<file path="config.mk">
export PLATFORM = sky130hd
export DESIGN_NAME = line_point_stepper
export DESIGN_NICKNAME = d
export VERILOG_FILES = /design/src/design/lps_pkg.sv /design/src/design/line_point_stepper.sv
export VERILOG_INCLUDE_DIRS = /design/src /design/src/design
export SDC_FILE = /design/constraint.sdc
export NUM_CORES = 1
export LEC_CHECK = 0
export BUFFER_PORTS_ARGS = -buffer_cell sky130_fd_sc_hd__buf_2
export CORE_AREA = 2 2 131 133
export CTS_BUF_LIST = sky130_fd_sc_hd__clkbuf_2 sky130_fd_sc_hd__clkbuf_4 sky130_fd_sc_hd__clkbuf_8
export CTS_CLUSTER_DIAMETER = 60
export DETAILED_ROUTE_END_ITERATION = 16
export DIE_AREA = 0 0 133 135
export PLACE_DENSITY = 0.84
export SLEW_MARGIN = 20
export SYNTH_ARGS = -nofsm -noshare
export SYNTH_HDL_FRONTEND = slang
export SYNTH_SLANG_ARGS = --single-unit
</file>
<file path="constraint.sdc">
create_clock -name clk_i -period 13.9 [get_ports clk_i]
set_input_delay 0.695 -clock clk_i [delete_from_list [all_inputs] [get_ports clk_i]]
set_output_delay 0.695 -clock clk_i [all_outputs]
set_load 0.01 [all_outputs]
</file>
<file path="src/design/line_point_stepper_assert.svh">
// assertion macros for the line point stepper
// used by design/line_point_stepper.sv, no other dependencies
`ifndef LINE_POINT_STEPPER_ASSERT_SVH
`define LINE_POINT_STEPPER_ASSERT_SVH

`ifndef ASSERT_OFF
// general clocked property, disabled while reset is asserted
`define LPS_ASSERT(label, clk, rst_n, prop, msg) \
  label: assert property (@(posedge clk) disable iff (!rst_n) prop) else $error(msg);
// same-cycle implication, disabled while reset is asserted
`define LPS_ASSERT_IMPL(label, clk, rst_n, pre, post, msg) \
  label: assert property (@(posedge clk) disable iff (!rst_n) (pre) |-> (post)) else $error(msg);
`else
`define LPS_ASSERT(label, clk, rst_n, prop, msg)
`define LPS_ASSERT_IMPL(label, clk, rst_n, pre, post, msg)
`endif

`endif

</file>
<file path="src/design/lps_pkg.sv">
// shared types and constants for the line point stepper
// no dependencies
`timescale 1ns / 1ps

package lps_pkg;

  localparam int unsigned COORD_BITS_DEF = 8;   // default internal coordinate width
  localparam int unsigned FIELD_W        = 8;   // coordinate field width on the ports
  localparam int unsigned COLOR_W        = 16;
  localparam int unsigned ERR_W          = 11;
  localparam int unsigned S_TDATA_W      = 48;
  localparam int unsigned M_TDATA_W      = 32;

  typedef enum logic [1:0] {
    MODE_STEEP_RIGHT   = 2'd0,
    MODE_SHALLOW_RIGHT = 2'd1,
    MODE_STEEP_LEFT    = 2'd2,
    MODE_SHALLOW_LEFT  = 2'd3
  } mode_e;

  typedef enum logic {
    FUNC_START = 1'b0,
    FUNC_STEP  = 1'b1
  } func_e;

  // input payload, first member at the top
  typedef struct packed {
    logic [COLOR_W-1:0] pen_color;
    logic [FIELD_W-1:0] y_end;
    logic [FIELD_W-1:0] x_end;
    logic [FIELD_W-1:0] y_start;
    logic [FIELD_W-1:0] x_start;
  } start_t;

  // result payload
  typedef struct packed {
    logic [COLOR_W-1:0] point_color;
    logic [FIELD_W-1:0] point_y;
    logic [FIELD_W-1:0] point_x;
  } point_t;

endpackage

</file>
<file path="src/design/line_point_stepper.sv">
// line point stepper: error-term line rasterizer, at most one point per transfer
// depends on lps_pkg.sv and line_point_stepper_assert.svh
`timescale 1ns / 1ps
// datapath: an input transfer goes into the input register, then its result into the
//   result register, from which it leaves; a stalled output holds both stages
// throughput: one item per cycle unless output stalls; one line state pass per item
// reset: rst_ni is asynchronous and active low; it clears the line state, leaves the
//   block idle with no line in progress and both register stages empty
`include "line_point_stepper_assert.svh"

module line_point_stepper #(
  parameter int unsigned COORD_BITS = lps_pkg::COORD_BITS_DEF
) (
  input  logic                         clk_i,
  input  logic                         rst_ni,
  // slave side
  input  logic                         s_axis_tvalid,
  output logic                         s_axis_tready,
  // x_start[7:0], y_start[15:8], x_end[23:16], y_end[31:24], pen_color[47:32]
  input  logic [lps_pkg::S_TDATA_W-1:0] s_axis_tdata,
  // func[0]: 0 start a line, 1 step to the next point
  input  logic [0:0]                   s_axis_tuser,
  // master side
  output logic                         m_axis_tvalid,
  input  logic                         m_axis_tready,
  // point_x[7:0], point_y[15:8], point_color[31:16]
  output logic [lps_pkg::M_TDATA_W-1:0] m_axis_tdata,
  // last_point
  output logic                         m_axis_tlast
);

  import lps_pkg::*;

  localparam int unsigned CW = COORD_BITS;

  // true when the line in its current state has no more points to give
  function automatic logic done_f(input mode_e m, input logic [CW-1:0] cx,
                                  input logic [CW-1:0] cy, input logic [CW-1:0] gx,
                                  input logic [CW-1:0] gy);
    logic d;
    case (m) inside
      MODE_STEEP_RIGHT, MODE_STEEP_LEFT: d = !(cy < gy);
      MODE_SHALLOW_RIGHT:                d = !(cx < gx);
      default:                           d = !(cx > gx);
    endcase
    return d;
  endfunction

  // ---------------------------------------------------------------------------
  // input register stage
  // ---------------------------------------------------------------------------
  logic           a_valid_q;
  func_e          a_func_q;
  start_t         a_item_q;
  logic           a_adv;     // item leaves the input register this cycle

  // the input register empties whenever the result register can take a value
  assign a_adv         = a_valid_q && (!m_axis_tvalid || m_axis_tready);
  assign s_axis_tready = !a_valid_q || a_adv;

  always_ff @(posedge clk_i or negedge rst_ni) begin
    if (!rst_ni) begin
      a_valid_q <= 1'b0;
    end else if (s_axis_tready) begin
      a_valid_q <= s_axis_tvalid;
    end
  end

  // payload needs no reset
  always_ff @(posedge clk_i) begin
    if (s_axis_tready && s_axis_tvalid) begin
      a_func_q <= func_e'(s_axis_tuser[0]);
      a_item_q <= start_t'(s_axis_tdata);
    end
  end

  // ---------------------------------------------------------------------------
  // line state
  // ---------------------------------------------------------------------------
  logic        [CW-1:0]      cur_x_q, cur_x_d;
  logic        [CW-1:0]      cur_y_q, cur_y_d;
  logic        [CW-1:0]      goal_x_q, goal_x_d;
  logic        [CW-1:0]      goal_y_q, goal_y_d;
  logic        [FIELD_W-1:0] span_x_q, span_x_d;
  logic        [FIELD_W-1:0] span_y_q, span_y_d;
  logic signed [ERR_W-1:0]   err_q, err_d;
  mode_e                     mode_q, mode_d;
  logic                      busy_q, busy_d;
  logic        [COLOR_W-1:0] color_q, color_d;

  // start decode: order endpoints so y ascends, then classify the line
  logic               swap;
  logic [FIELD_W-1:0] p1x, p1y, p2x, p2y;
  logic [FIELD_W:0]   dx_s;     // signed x span, one extra bit for the sign
  logic               left;
  logic [FIELD_W-1:0] adx, dy;
  logic               steep;
  mode_e              start_mode;
  logic [CW-1:0]      start_x, start_y, start_y_row;

  assign swap  = a_item_q.y_start > a_item_q.y_end;
  assign p1x   = swap ? a_item_q.x_end   : a_item_q.x_start;
  assign p1y   = swap ? a_item_q.y_end   : a_item_q.y_start;
  assign p2x   = swap ? a_item_q.x_start : a_item_q.x_end;
  assign p2y   = swap ? a_item_q.y_start : a_item_q.y_end;
  assign dx_s  = {1'b0, p2x} - {1'b0, p1x};
  assign left  = dx_s[FIELD_W];
  assign adx   = left ? FIELD_W'(-dx_s) : dx_s[FIELD_W-1:0];
  assign dy    = p2y - p1y;
  assign steep = dy > adx;
  assign start_mode  = mode_e'({left, !steep});
  assign start_x     = CW'(p1x);
  assign start_y_row = CW'(p1y);
  // horizontal line: y sits one row low so the first diagonal step restores it
  assign start_y     = (!steep && (dy == '0)) ? start_y_row - CW'(1) : start_y_row;

  // step decode from the held line state
  logic                    step_steep, step_left, err_neg;
  logic        [CW-1:0]    xmove, yup;
  logic signed [ERR_W-1:0] sx_e, sy_e;

  assign step_steep = !mode_q[0];
  assign step_left  = mode_q[1];
  assign err_neg    = err_q[ERR_W-1];
  assign xmove      = step_left ? cur_x_q - CW'(1) : cur_x_q + CW'(1);
  assign yup        = cur_y_q + CW'(1);
  assign sx_e       = ERR_W'(span_x_q);
  assign sy_e       = ERR_W'(span_y_q);

  // result register inputs
  logic   load_out;
  point_t res_d;
  logic   res_last;

  always_comb begin
    cur_x_d  = cur_x_q;
    cur_y_d  = cur_y_q;
    goal_x_d = goal_x_q;
    goal_y_d = goal_y_q;
    span_x_d = span_x_q;
    span_y_d = span_y_q;
    err_d    = err_q;
    mode_d   = mode_q;
    busy_d   = busy_q;
    color_d  = color_q;
    load_out = 1'b0;
    res_d    = '0;
    res_last = 1'b0;

    if (a_adv) begin
      if (a_func_q == FUNC_START) begin
        // a start always wins, any line in progress is dropped
        cur_x_d  = start_x;
        cur_y_d  = start_y;
        goal_x_d = CW'(p2x);
        goal_y_d = CW'(p2y);
        span_x_d = adx;
        span_y_d = dy;
        err_d    = '0;
        mode_d   = start_mode;
        color_d  = a_item_q.pen_color;
        busy_d   = !done_f(start_mode, start_x, start_y, CW'(p2x), CW'(p2y));
        load_out = 1'b1;
        res_d.point_x     = p1x;
        res_d.point_y     = p1y;
        res_d.point_color = a_item_q.pen_color;
        res_last          = !busy_d;
      end else if (busy_q) begin
        if (step_steep) begin
          if (err_neg) begin
            cur_x_d = xmove;
            err_d   = err_q + sy_e - sx_e;
          end else begin
            err_d   = err_q - sx_e;
          end
          cur_y_d = yup;
        end else begin
          if (err_neg) begin
            err_d   = err_q + sy_e;
          end else begin
            cur_y_d = yup;
            err_d   = err_q + sy_e - sx_e;
          end
          cur_x_d = xmove;
        end
        busy_d   = !done_f(mode_q, cur_x_d, cur_y_d, goal_x_q, goal_y_q);
        load_out = 1'b1;
        res_d.point_x     = cur_x_d[FIELD_W-1:0];
        res_d.point_y     = cur_y_d[FIELD_W-1:0];
        res_d.point_color = color_q;
        res_last          = !busy_d;
      end
      // a step with no line in progress is consumed silently
    end
  end

  always_ff @(posedge clk_i or negedge rst_ni) begin
    if (!rst_ni) begin
      cur_x_q  <= '0;
      cur_y_q  <= '0;
      goal_x_q <= '0;
      goal_y_q <= '0;
      span_x_q <= '0;
      span_y_q <= '0;
      err_q    <= '0;
      mode_q   <= MODE_STEEP_RIGHT;
      busy_q   <= 1'b0;
      color_q  <= '0;
    end else begin
      cur_x_q  <= cur_x_d;
      cur_y_q  <= cur_y_d;
      goal_x_q <= goal_x_d;
      goal_y_q <= goal_y_d;
      span_x_q <= span_x_d;
      span_y_q <= span_y_d;
      err_q    <= err_d;
      mode_q   <= mode_d;
      busy_q   <= busy_d;
      color_q  <= color_d;
    end
  end

  // ---------------------------------------------------------------------------
  // result register
  // ---------------------------------------------------------------------------
  logic   out_valid_q;
  point_t out_q;
  logic   out_last_q;

  always_ff @(posedge clk_i or negedge rst_ni) begin
    if (!rst_ni) begin
      out_valid_q <= 1'b0;
    end else if (load_out) begin
      out_valid_q <= 1'b1;
    end else if (m_axis_tready) begin
      out_valid_q <= 1'b0;
    end
  end

  always_ff @(posedge clk_i) begin
    if (load_out) begin
      out_q      <= res_d;
      out_last_q <= res_last;
    end
  end

  assign m_axis_tvalid = out_valid_q;
  assign m_axis_tdata  = M_TDATA_W'(out_q);
  assign m_axis_tlast  = out_last_q;

  // ---------------------------------------------------------------------------
  // assertions
  // ---------------------------------------------------------------------------
  logic line_done_now;
  assign line_done_now = done_f(mode_q, cur_x_q, cur_y_q, goal_x_q, goal_y_q);

  `LPS_ASSERT_IMPL(a_busy_not_done, clk_i, rst_ni, busy_q, !line_done_now, "busy with line already finished")
  `LPS_ASSERT(a_last_goes_idle, clk_i, rst_ni, load_out && res_last |=> !busy_q, "last point left line busy")
  `LPS_ASSERT(a_more_stays_busy, clk_i, rst_ni, load_out && !res_last |=> busy_q, "line went idle before last point")
  `LPS_ASSERT_IMPL(a_idle_step_silent, clk_i, rst_ni, a_adv && (a_func_q == FUNC_STEP) && !busy_q, !load_out, "step while idle made a point")
  `LPS_ASSERT_IMPL(a_err_range, clk_i, rst_ni, busy_q, (err_q >= -256) && (err_q <= 255), "error term out of range")

endmodule
</file>
---- After elaboration in Yosys (flattened, before gate mapping) ----
Index checks and enable logic that the tools add are counted.
operators by class
  add/sub/neg operators ................... 10
  order comparisons ....................... 8
  eq/ne operators ......................... 5
  mux-type cells .......................... 46
  bitwise logic cells ..................... 1
  reductions and logical operators ........ 24
operator list
  cell                 number
  $mux 8               21
  $mux 32              2
  $mux 11              5
  $gt 8x8->1           4
  $lt 8x8->1           4
  $sub 11x9->11        2
  $mux 1               18
  $add 8x1->8 const B  2
  $sub 8x1->8 const B  2
  $add 11x9->11        1
  $logic_not 1->1      11
  $sub 8x8->9          1
  $logic_not 8->1      1
  $neg 8->8            1
  $sub 8x8->8          1
  $eq 2x1->1 const B   2
  $eq 2x2->1 const B   2
  $logic_not 2->1      2
  $reduce_and 2->1     2
  $reduce_or 2->1      2
  $logic_and 1x1->1    3
  $logic_or 1x1->1     2
  $ne 2x1->1 const B   1
  $reduce_bool 2->1    1
  $not 1->1            1
storage, ports and cells
  bits in registers ....................... 162
  input port bits ......................... 53
  output and inout bits ................... 35

---- Depth between registers and ports, before layout ----
  depth in word-level cells ............... 17
  depth in mapped cells ................... 37
  depth with buffers taken out ............ 32

---- Worst setup path after synthesis ----
Ideal clock, no wire load.
  path kind ............................... flip-flop to flip-flop
  start point ............................. register a_item_q[12] in the netlist's numbering
  end point ............................... register out_last_q, in the netlist m_axis_tlast, data pin
  library setup time ...................... 255 ps
  arrival ................................. 7347 ps
  required time ........................... 13645 ps
  path slack .............................. 6298 ps
  cell stages (with the launch flop) ...... 36
  buffers on the path ..................... 5
  period minus slack after synthesis ...... 7602 ps
  path through ............................ edfxtp_1 -> ha_1 -> buf_2 -> and2_4 -> nand4_1 -> o21ai_1 -> nand2_1 -> clkbuf_1 -> buf_1 -> clkbuf_1 -> nor2_1 -> a21oi_1 -> ha_1 -> or4_4 -> a31oi_4 -> a31oi_1 -> or3_1 -> buf_6 -> a21oi_1 -> xor2_1 -> ha_1 -> and3_1 -> a221oi_1 -> o21ai_0 -> o21ai_0 -> nand3b_1 -> nor4_4 -> nand4_1 -> xor2_1 -> ha_1 -> a21o_1 -> a21o_1 -> a221o_1 -> nor2_1 -> o31ai_1 -> a31o_1
between the ends
  longest elaborated chain between the ends .. 15
  elaborated cells on any way between the ends .. 30
  classes of those cells .................. add/sub (4); order compare (5); eq/ne (2); mux (11); reduce/logical (8)
RTL lines
  element                    line                                                  source
  start, declared            line_point_stepper.sv:54                              start_t a_item_q;
  start signal, assigned     line_point_stepper.sv:73                              a_item_q <= start_t'(s_axis_tdata);
  $gt 8x8->1                 line_point_stepper.sv:101                             assign swap = a_item_q.y_start > a_item_q.y_end;
  $mux 8 (on tied branches)  line_point_stepper.sv:104, line_point_stepper.sv:102
  $sub 8x8->9                line_point_stepper.sv:106                             assign dx_s = {1'b0, p2x} - {1'b0, p1x};
  $neg 8->8                  line_point_stepper.sv:108                             assign adx = left ? FIELD_W'(-dx_s) : dx_s[FIELD_W-1:0];
  $mux 8                     line_point_stepper.sv:108
  $gt 8x8->1                 line_point_stepper.sv:110                             assign steep = dy > adx;
  $logic_not 1->1            line_point_stepper.sv:111, line_point_stepper.sv:115
  $logic_and 1x1->1          line_point_stepper.sv:115                             assign start_y = (!steep && (dy == '0)) ? start_y_row - CW'(1) : start_y_row;
  $mux 8                     line_point_stepper.sv:115
  $lt 8x8->1                 line_point_stepper.sv:42                              MODE_STEEP_RIGHT, MODE_STEEP_LEFT: d = !(cy < gy);
  $logic_not 1->1            line_point_stepper.sv:42
  $mux 1 (*)                 line_point_stepper.sv:41                              case (m) inside
  $mux 1 (*)                 line_point_stepper.sv:151                             if (a_func_q == FUNC_START) begin
  $mux 1 (*)                 line_point_stepper.sv:150                             if (a_adv) begin
  $mux 1 (*)                 line_point_stepper.sv:151
  end signal, assigned       line_point_stepper.sv:243                             out_last_q <= res_last;
  end, declared              line_point_stepper.sv:228                             logic out_last_q;
Mark *: on every way between the ends. The rest lies on a longest branch, timed or not. The select of a mux whose other input is x is not followed.
A chain may end at the register's enable or synchronous reset.

---- Final worst setup path ----
  start point ............................. register a_item_q[11] in the netlist's numbering
  end point ............................... register out_last_q, in the netlist m_axis_tlast, data pin
Same word-level chain as after synthesis.

==> metrics.log <==
INFO  metric cts_repair_resizes = 0
INFO  metric postRouteWirelength = about 25 mm
INFO  metric synth_compound_gate_area_share = 0.204
INFO  metric async_flop_share = 0.494
INFO  metric top_delay_family_on_crit_path = simple AND/OR/NAND/NOR gates
INFO  metric critPathKind = reg -> reg
INFO  metric worst_path_max_delay_cell = sky130_fd_sc_hd__or4_4
INFO  metric clock.fmax = 123 MHz
INFO  metric maxCapViolCount = 0
INFO  metric clock_period_minus_final_worst_setup_slack = around 8.1 ns
INFO  metric clock-sinks = 162
INFO  metric die_y = ~140 um
INFO  metric cts_buffers = 17
INFO  metric timing.final.max_slew_violations = 0
INFO  metric detail_route.first_pass.iterations = 7
INFO  metric design.final.nets = 1334
INFO  metric final_hold_viol_count = 0
INFO  metric route.detailed.drc = 0
INFO  metric drive_above_1_share = 0.131
INFO  metric hpwl_reported_at_the_end_of_detailed_placement = 18.2 mm
INFO  metric totalNegativeSetupSlack = 0 ns
INFO  metric placement.cell_area = ~11000 um^2
INFO  metric max_slew.worst_pin.slew = around 0.86 ns
INFO  metric yosys_most_used_dff = sky130_fd_sc_hd__edfxtp_1
INFO  metric cts-htree-levels = 4
INFO  metric required = 14.12 ns
INFO  metric chipWidth = about 130 um
INFO  metric worst_path_most_repeated_cell = sky130_fd_sc_hd__ha_1
INFO  metric layout.cell_area.non_filler = between 10000 and 15000 um^2
INFO  metric maxSlewHeadroom = 0.428
INFO  metric port-buffer-count = just under 90
INFO  metric synth_largest_area_cell = sky130_fd_sc_hd__edfxtp_1
INFO  metric place.gp.congestion = slightly above 0.9
INFO  metric grt_overflow_total = 0
INFO  metric grt_max_degree = just under 80
INFO  metric reg_clk_slew_reported_paths = approximately 0.10 ns
INFO  metric synthXorXnorAreaFrac = 0.0439
INFO  metric cts_root_buffer = sky130_fd_sc_hd__clkbuf_8
INFO  metric diodes = 0
INFO  metric post-route-util = 0.704
INFO  metric grt_pass1_wl = ~41 mm
INFO  metric synth_cell_type_count = 86
INFO  metric dominant_combinational_cell_family_by_area_after_synthesis = compound AO/OA/AOI/OAI gates
INFO  metric startpoint_type = flip-flop
INFO  metric syn_inst = 1135
INFO  metric syn_area = roughly 11000 um^2
INFO  metric run_status = complete, no violations
INFO  metric gr-usage-all-layers = 0.288
INFO  metric via_per_inst = 6.13
INFO  metric core_region_area = 16400 um^2
INFO  metric report.final.setup_viol = 0
INFO  metric critical-path-max-stage-delay = approximately 0.57 ns
INFO  metric effective_utilization_at_floorplan = 0.643
INFO  metric layoutNonFillerInstCount = between 1000 and 1500
INFO  metric first_global_vias = approximately 8400
INFO  metric synth-edff-count = 82
INFO  metric power.static_leakage = roughly 5.2 nW
INFO  metric detail-route-antenna-nets = 0
INFO  metric synth.mux.area_fraction = 0.0158
INFO  metric clock_insertion_delay_at_the_later_pin_of_the_skew_report = ~0.47 ns
INFO  metric path_buf_inv = 2
INFO  metric synth_seq_cells = around 160
INFO  metric fin_crit_sh = 0.585
INFO  metric syn_avg_cell_area = a little over 9 um^2
INFO  metric yosysWarnings = 0
INFO  metric yosysTopAreaCellShare = 0.233
INFO  metric grt_setup_unrepaired = no
INFO  metric worstPathMaxFanout = between 40 and 50
INFO  metric routed-via-count = between 8000 and 9000
INFO  metric synth_adder_area_share = 0.0999
INFO  metric final.setup_skew = around 0.013 ns
INFO  metric placedCellCount = around 1400
INFO  metric synth-simple-area-share = 0.167
INFO  metric ios = 88
INFO  metric wire_per_inst = ~17 um
INFO  metric grt_antenna_before_repair = 0
INFO  metric dieArea = ~18000 um^2
INFO  metric cts_max_path_buffers = 2
INFO  metric synth_nets = between 1000 and 1500
INFO  metric ir_drop = roughly 0.00010 V
INFO  metric areaGrowthSynthToFinish = 9.50%
INFO  metric min-delay-path-class = in -> reg
INFO  metric cts_tree = done
INFO  metric endpoint_kind = flip-flop
INFO  metric power_density = 212 nW/um^2
INFO  metric drt_iter0_markers = roughly 740
INFO  metric finalHoldWorstSlack = roughly 0.4 ns
INFO  metric rows = 47
INFO  metric synth.top_cells.by_area = sky130_fd_sc_hd__edfxtp_1 (23%), sky130_fd_sc_hd__dfrtp_1 (19%), sky130_fd_sc_hd__ha_1 (8.7%), sky130_fd_sc_hd__nand2_1 (6.5%), sky130_fd_sc_hd__o21ai_0 (3.1%)
INFO  metric arrival = 8.35 ns
INFO  metric yosysSeqAreaShare = 0.423
-- cell usage in the layout (no fill, tap or decap), drive strengths merged, types with 15 or more instances in the layout --
| master | instances |
|---|---|
| edfxtp | 82 |
| nor2 | 83 |
| a21o | 27 |
| clkbuf | 18 |
| a22o | 18 |
| dfrtp | 80 |
| nor3 | 15 |
| a21oi | 64 |
| nand2b | 17 |
| buf | 99 |
| nand3 | 21 |
| inv | 76 |
| a31oi | 21 |
| nand2 | 184 |
| xnor2 | 34 |
| xor2 | 18 |
| nor2b | 17 |
| ha | 73 |
| o21ai | 76 |
-- logic make-up after synthesis --
group,after synthesis
flops,162
mux,16
compound gates,314
xor+xnor,52
simple gates,387
buf+inv,121
fa+ha+maj,83
-- metrics by stage --
step,total power [mW],setup slack [ns]
global route,2.67,5.15
finish,2.45,5.77
floorplan,1.78,6.30
global placement,2.04,6.17
CTS,2.44,5.90
detailed placement,2.09,5.90
-- report_power, final --
part	internal, mW	switching [mW]
sequential	0.640	0.108
clock	0.150	0.193
combinational	0.575	0.789
-- Yosys cell counts, types with 4 or more instances --
cell type,n
sky130_fd_sc_hd__a211oi_1,7
sky130_fd_sc_hd__xor2_1,17
sky130_fd_sc_hd__a41oi_1,4
sky130_fd_sc_hd__and3_1,9
sky130_fd_sc_hd__o21ai_0,65
sky130_fd_sc_hd__nand2_1,184
sky130_fd_sc_hd__mux2_2,4
sky130_fd_sc_hd__a22o_1,18
sky130_fd_sc_hd__edfxtp_1,82
sky130_fd_sc_hd__ha_1,73
sky130_fd_sc_hd__mux2i_1,11
sky130_fd_sc_hd__dfrtp_1,80
sky130_fd_sc_hd__o21bai_1,7
sky130_fd_sc_hd__nand4_1,11
sky130_fd_sc_hd__o21ai_1,11
sky130_fd_sc_hd__nand2b_1,17
sky130_fd_sc_hd__clkbuf_1,36
sky130_fd_sc_hd__buf_2,6
sky130_fd_sc_hd__o21a_1,10
sky130_fd_sc_hd__inv_1,71
sky130_fd_sc_hd__a21o_1,27
sky130_fd_sc_hd__o211ai_1,11
sky130_fd_sc_hd__fa_1,4
sky130_fd_sc_hd__xnor2_1,34
sky130_fd_sc_hd__a31oi_1,20
sky130_fd_sc_hd__o22ai_1,6
sky130_fd_sc_hd__a311oi_1,4
sky130_fd_sc_hd__a221o_1,6
sky130_fd_sc_hd__nor2_1,82
sky130_fd_sc_hd__nor3_1,15
sky130_fd_sc_hd__nand3_1,20
sky130_fd_sc_hd__a221oi_1,4
sky130_fd_sc_hd__a21oi_1,63
sky130_fd_sc_hd__and2_1,7
sky130_fd_sc_hd__buf_1,4
sky130_fd_sc_hd__maj3_1,6
sky130_fd_sc_hd__nor2b_1,17
sky130_fd_sc_hd__a21boi_0,6
sky130_fd_sc_hd__o31ai_1,7
-- registers in the layout (all words and copies together) (netlist names), 11 cells and up --
| name | flops |
|---|---|
| a_item_q | 48 |
| color_q | 16 |
| err_q | 11 |
| m_axis_tdata | 32 |
-- cell type report --
type                    instances  area, um^2
repair buffers                100         542
clock inverters                14         148
well taps                     220         275
flip-flops and latches        162        4460
multi-input cells             852        5610
fillers                      1229        4860
inverters                      71         267
clock buffers                  18         241
-- worst reg2reg max path, delay by kind of cell (launching register included) --
kind                     cells  cell delay [ns]
AND/OR/NAND/NOR             15             3.77
AO/OA/AOI/OAI                9             1.55
adder cells (fa/ha/maj)      4             1.28
buffers and inverters        2             0.48
flip-flops                   1             0.47
XOR/XNOR                     2             0.34
-- worst paths after layout --
kind	start	end	slack, ns	cells past startpoint
worst max-delay path	a_item_q[11]$_DFFE_PP_	m_axis_tlast$_SDFFCE_PN0P_	5.77	32
worst min-delay path	s_axis_tdata[39]	a_item_q[39]$_DFFE_PP_	0.39	1
worst max register to register	a_item_q[11]$_DFFE_PP_	m_axis_tlast$_SDFFCE_PN0P_	5.77	32
worst min register to register	color_q[14]$_DFFE_PN0P_	color_q[14]$_DFFE_PN0P_	0.48	2
max in group asynchronous	rst_ni	goal_y_q[5]$_DFFE_PN0P_	12.42	3
min in group asynchronous	rst_ni	goal_x_q[1]$_DFFE_PN0P_	0.55	2
-- timing repair --
item                       CTS  global route
buffers inserted             0             0
hold endpoints to repair     3             0
hold buffers                 1             0
setup endpoints to repair    0             0
-- per-layer routing --
| layer | GRT usage | share of wire |
|---|---|---|
| met5 | 0 | 0 |
| met4 | 0.102 | 0.024 |
| met3 | 0.0661 | 0.083 |
| met2 | 0.459 | 0.46 |
| met1 | 0.391 | 0.44 |
Power figures use the tool's default switching activity.
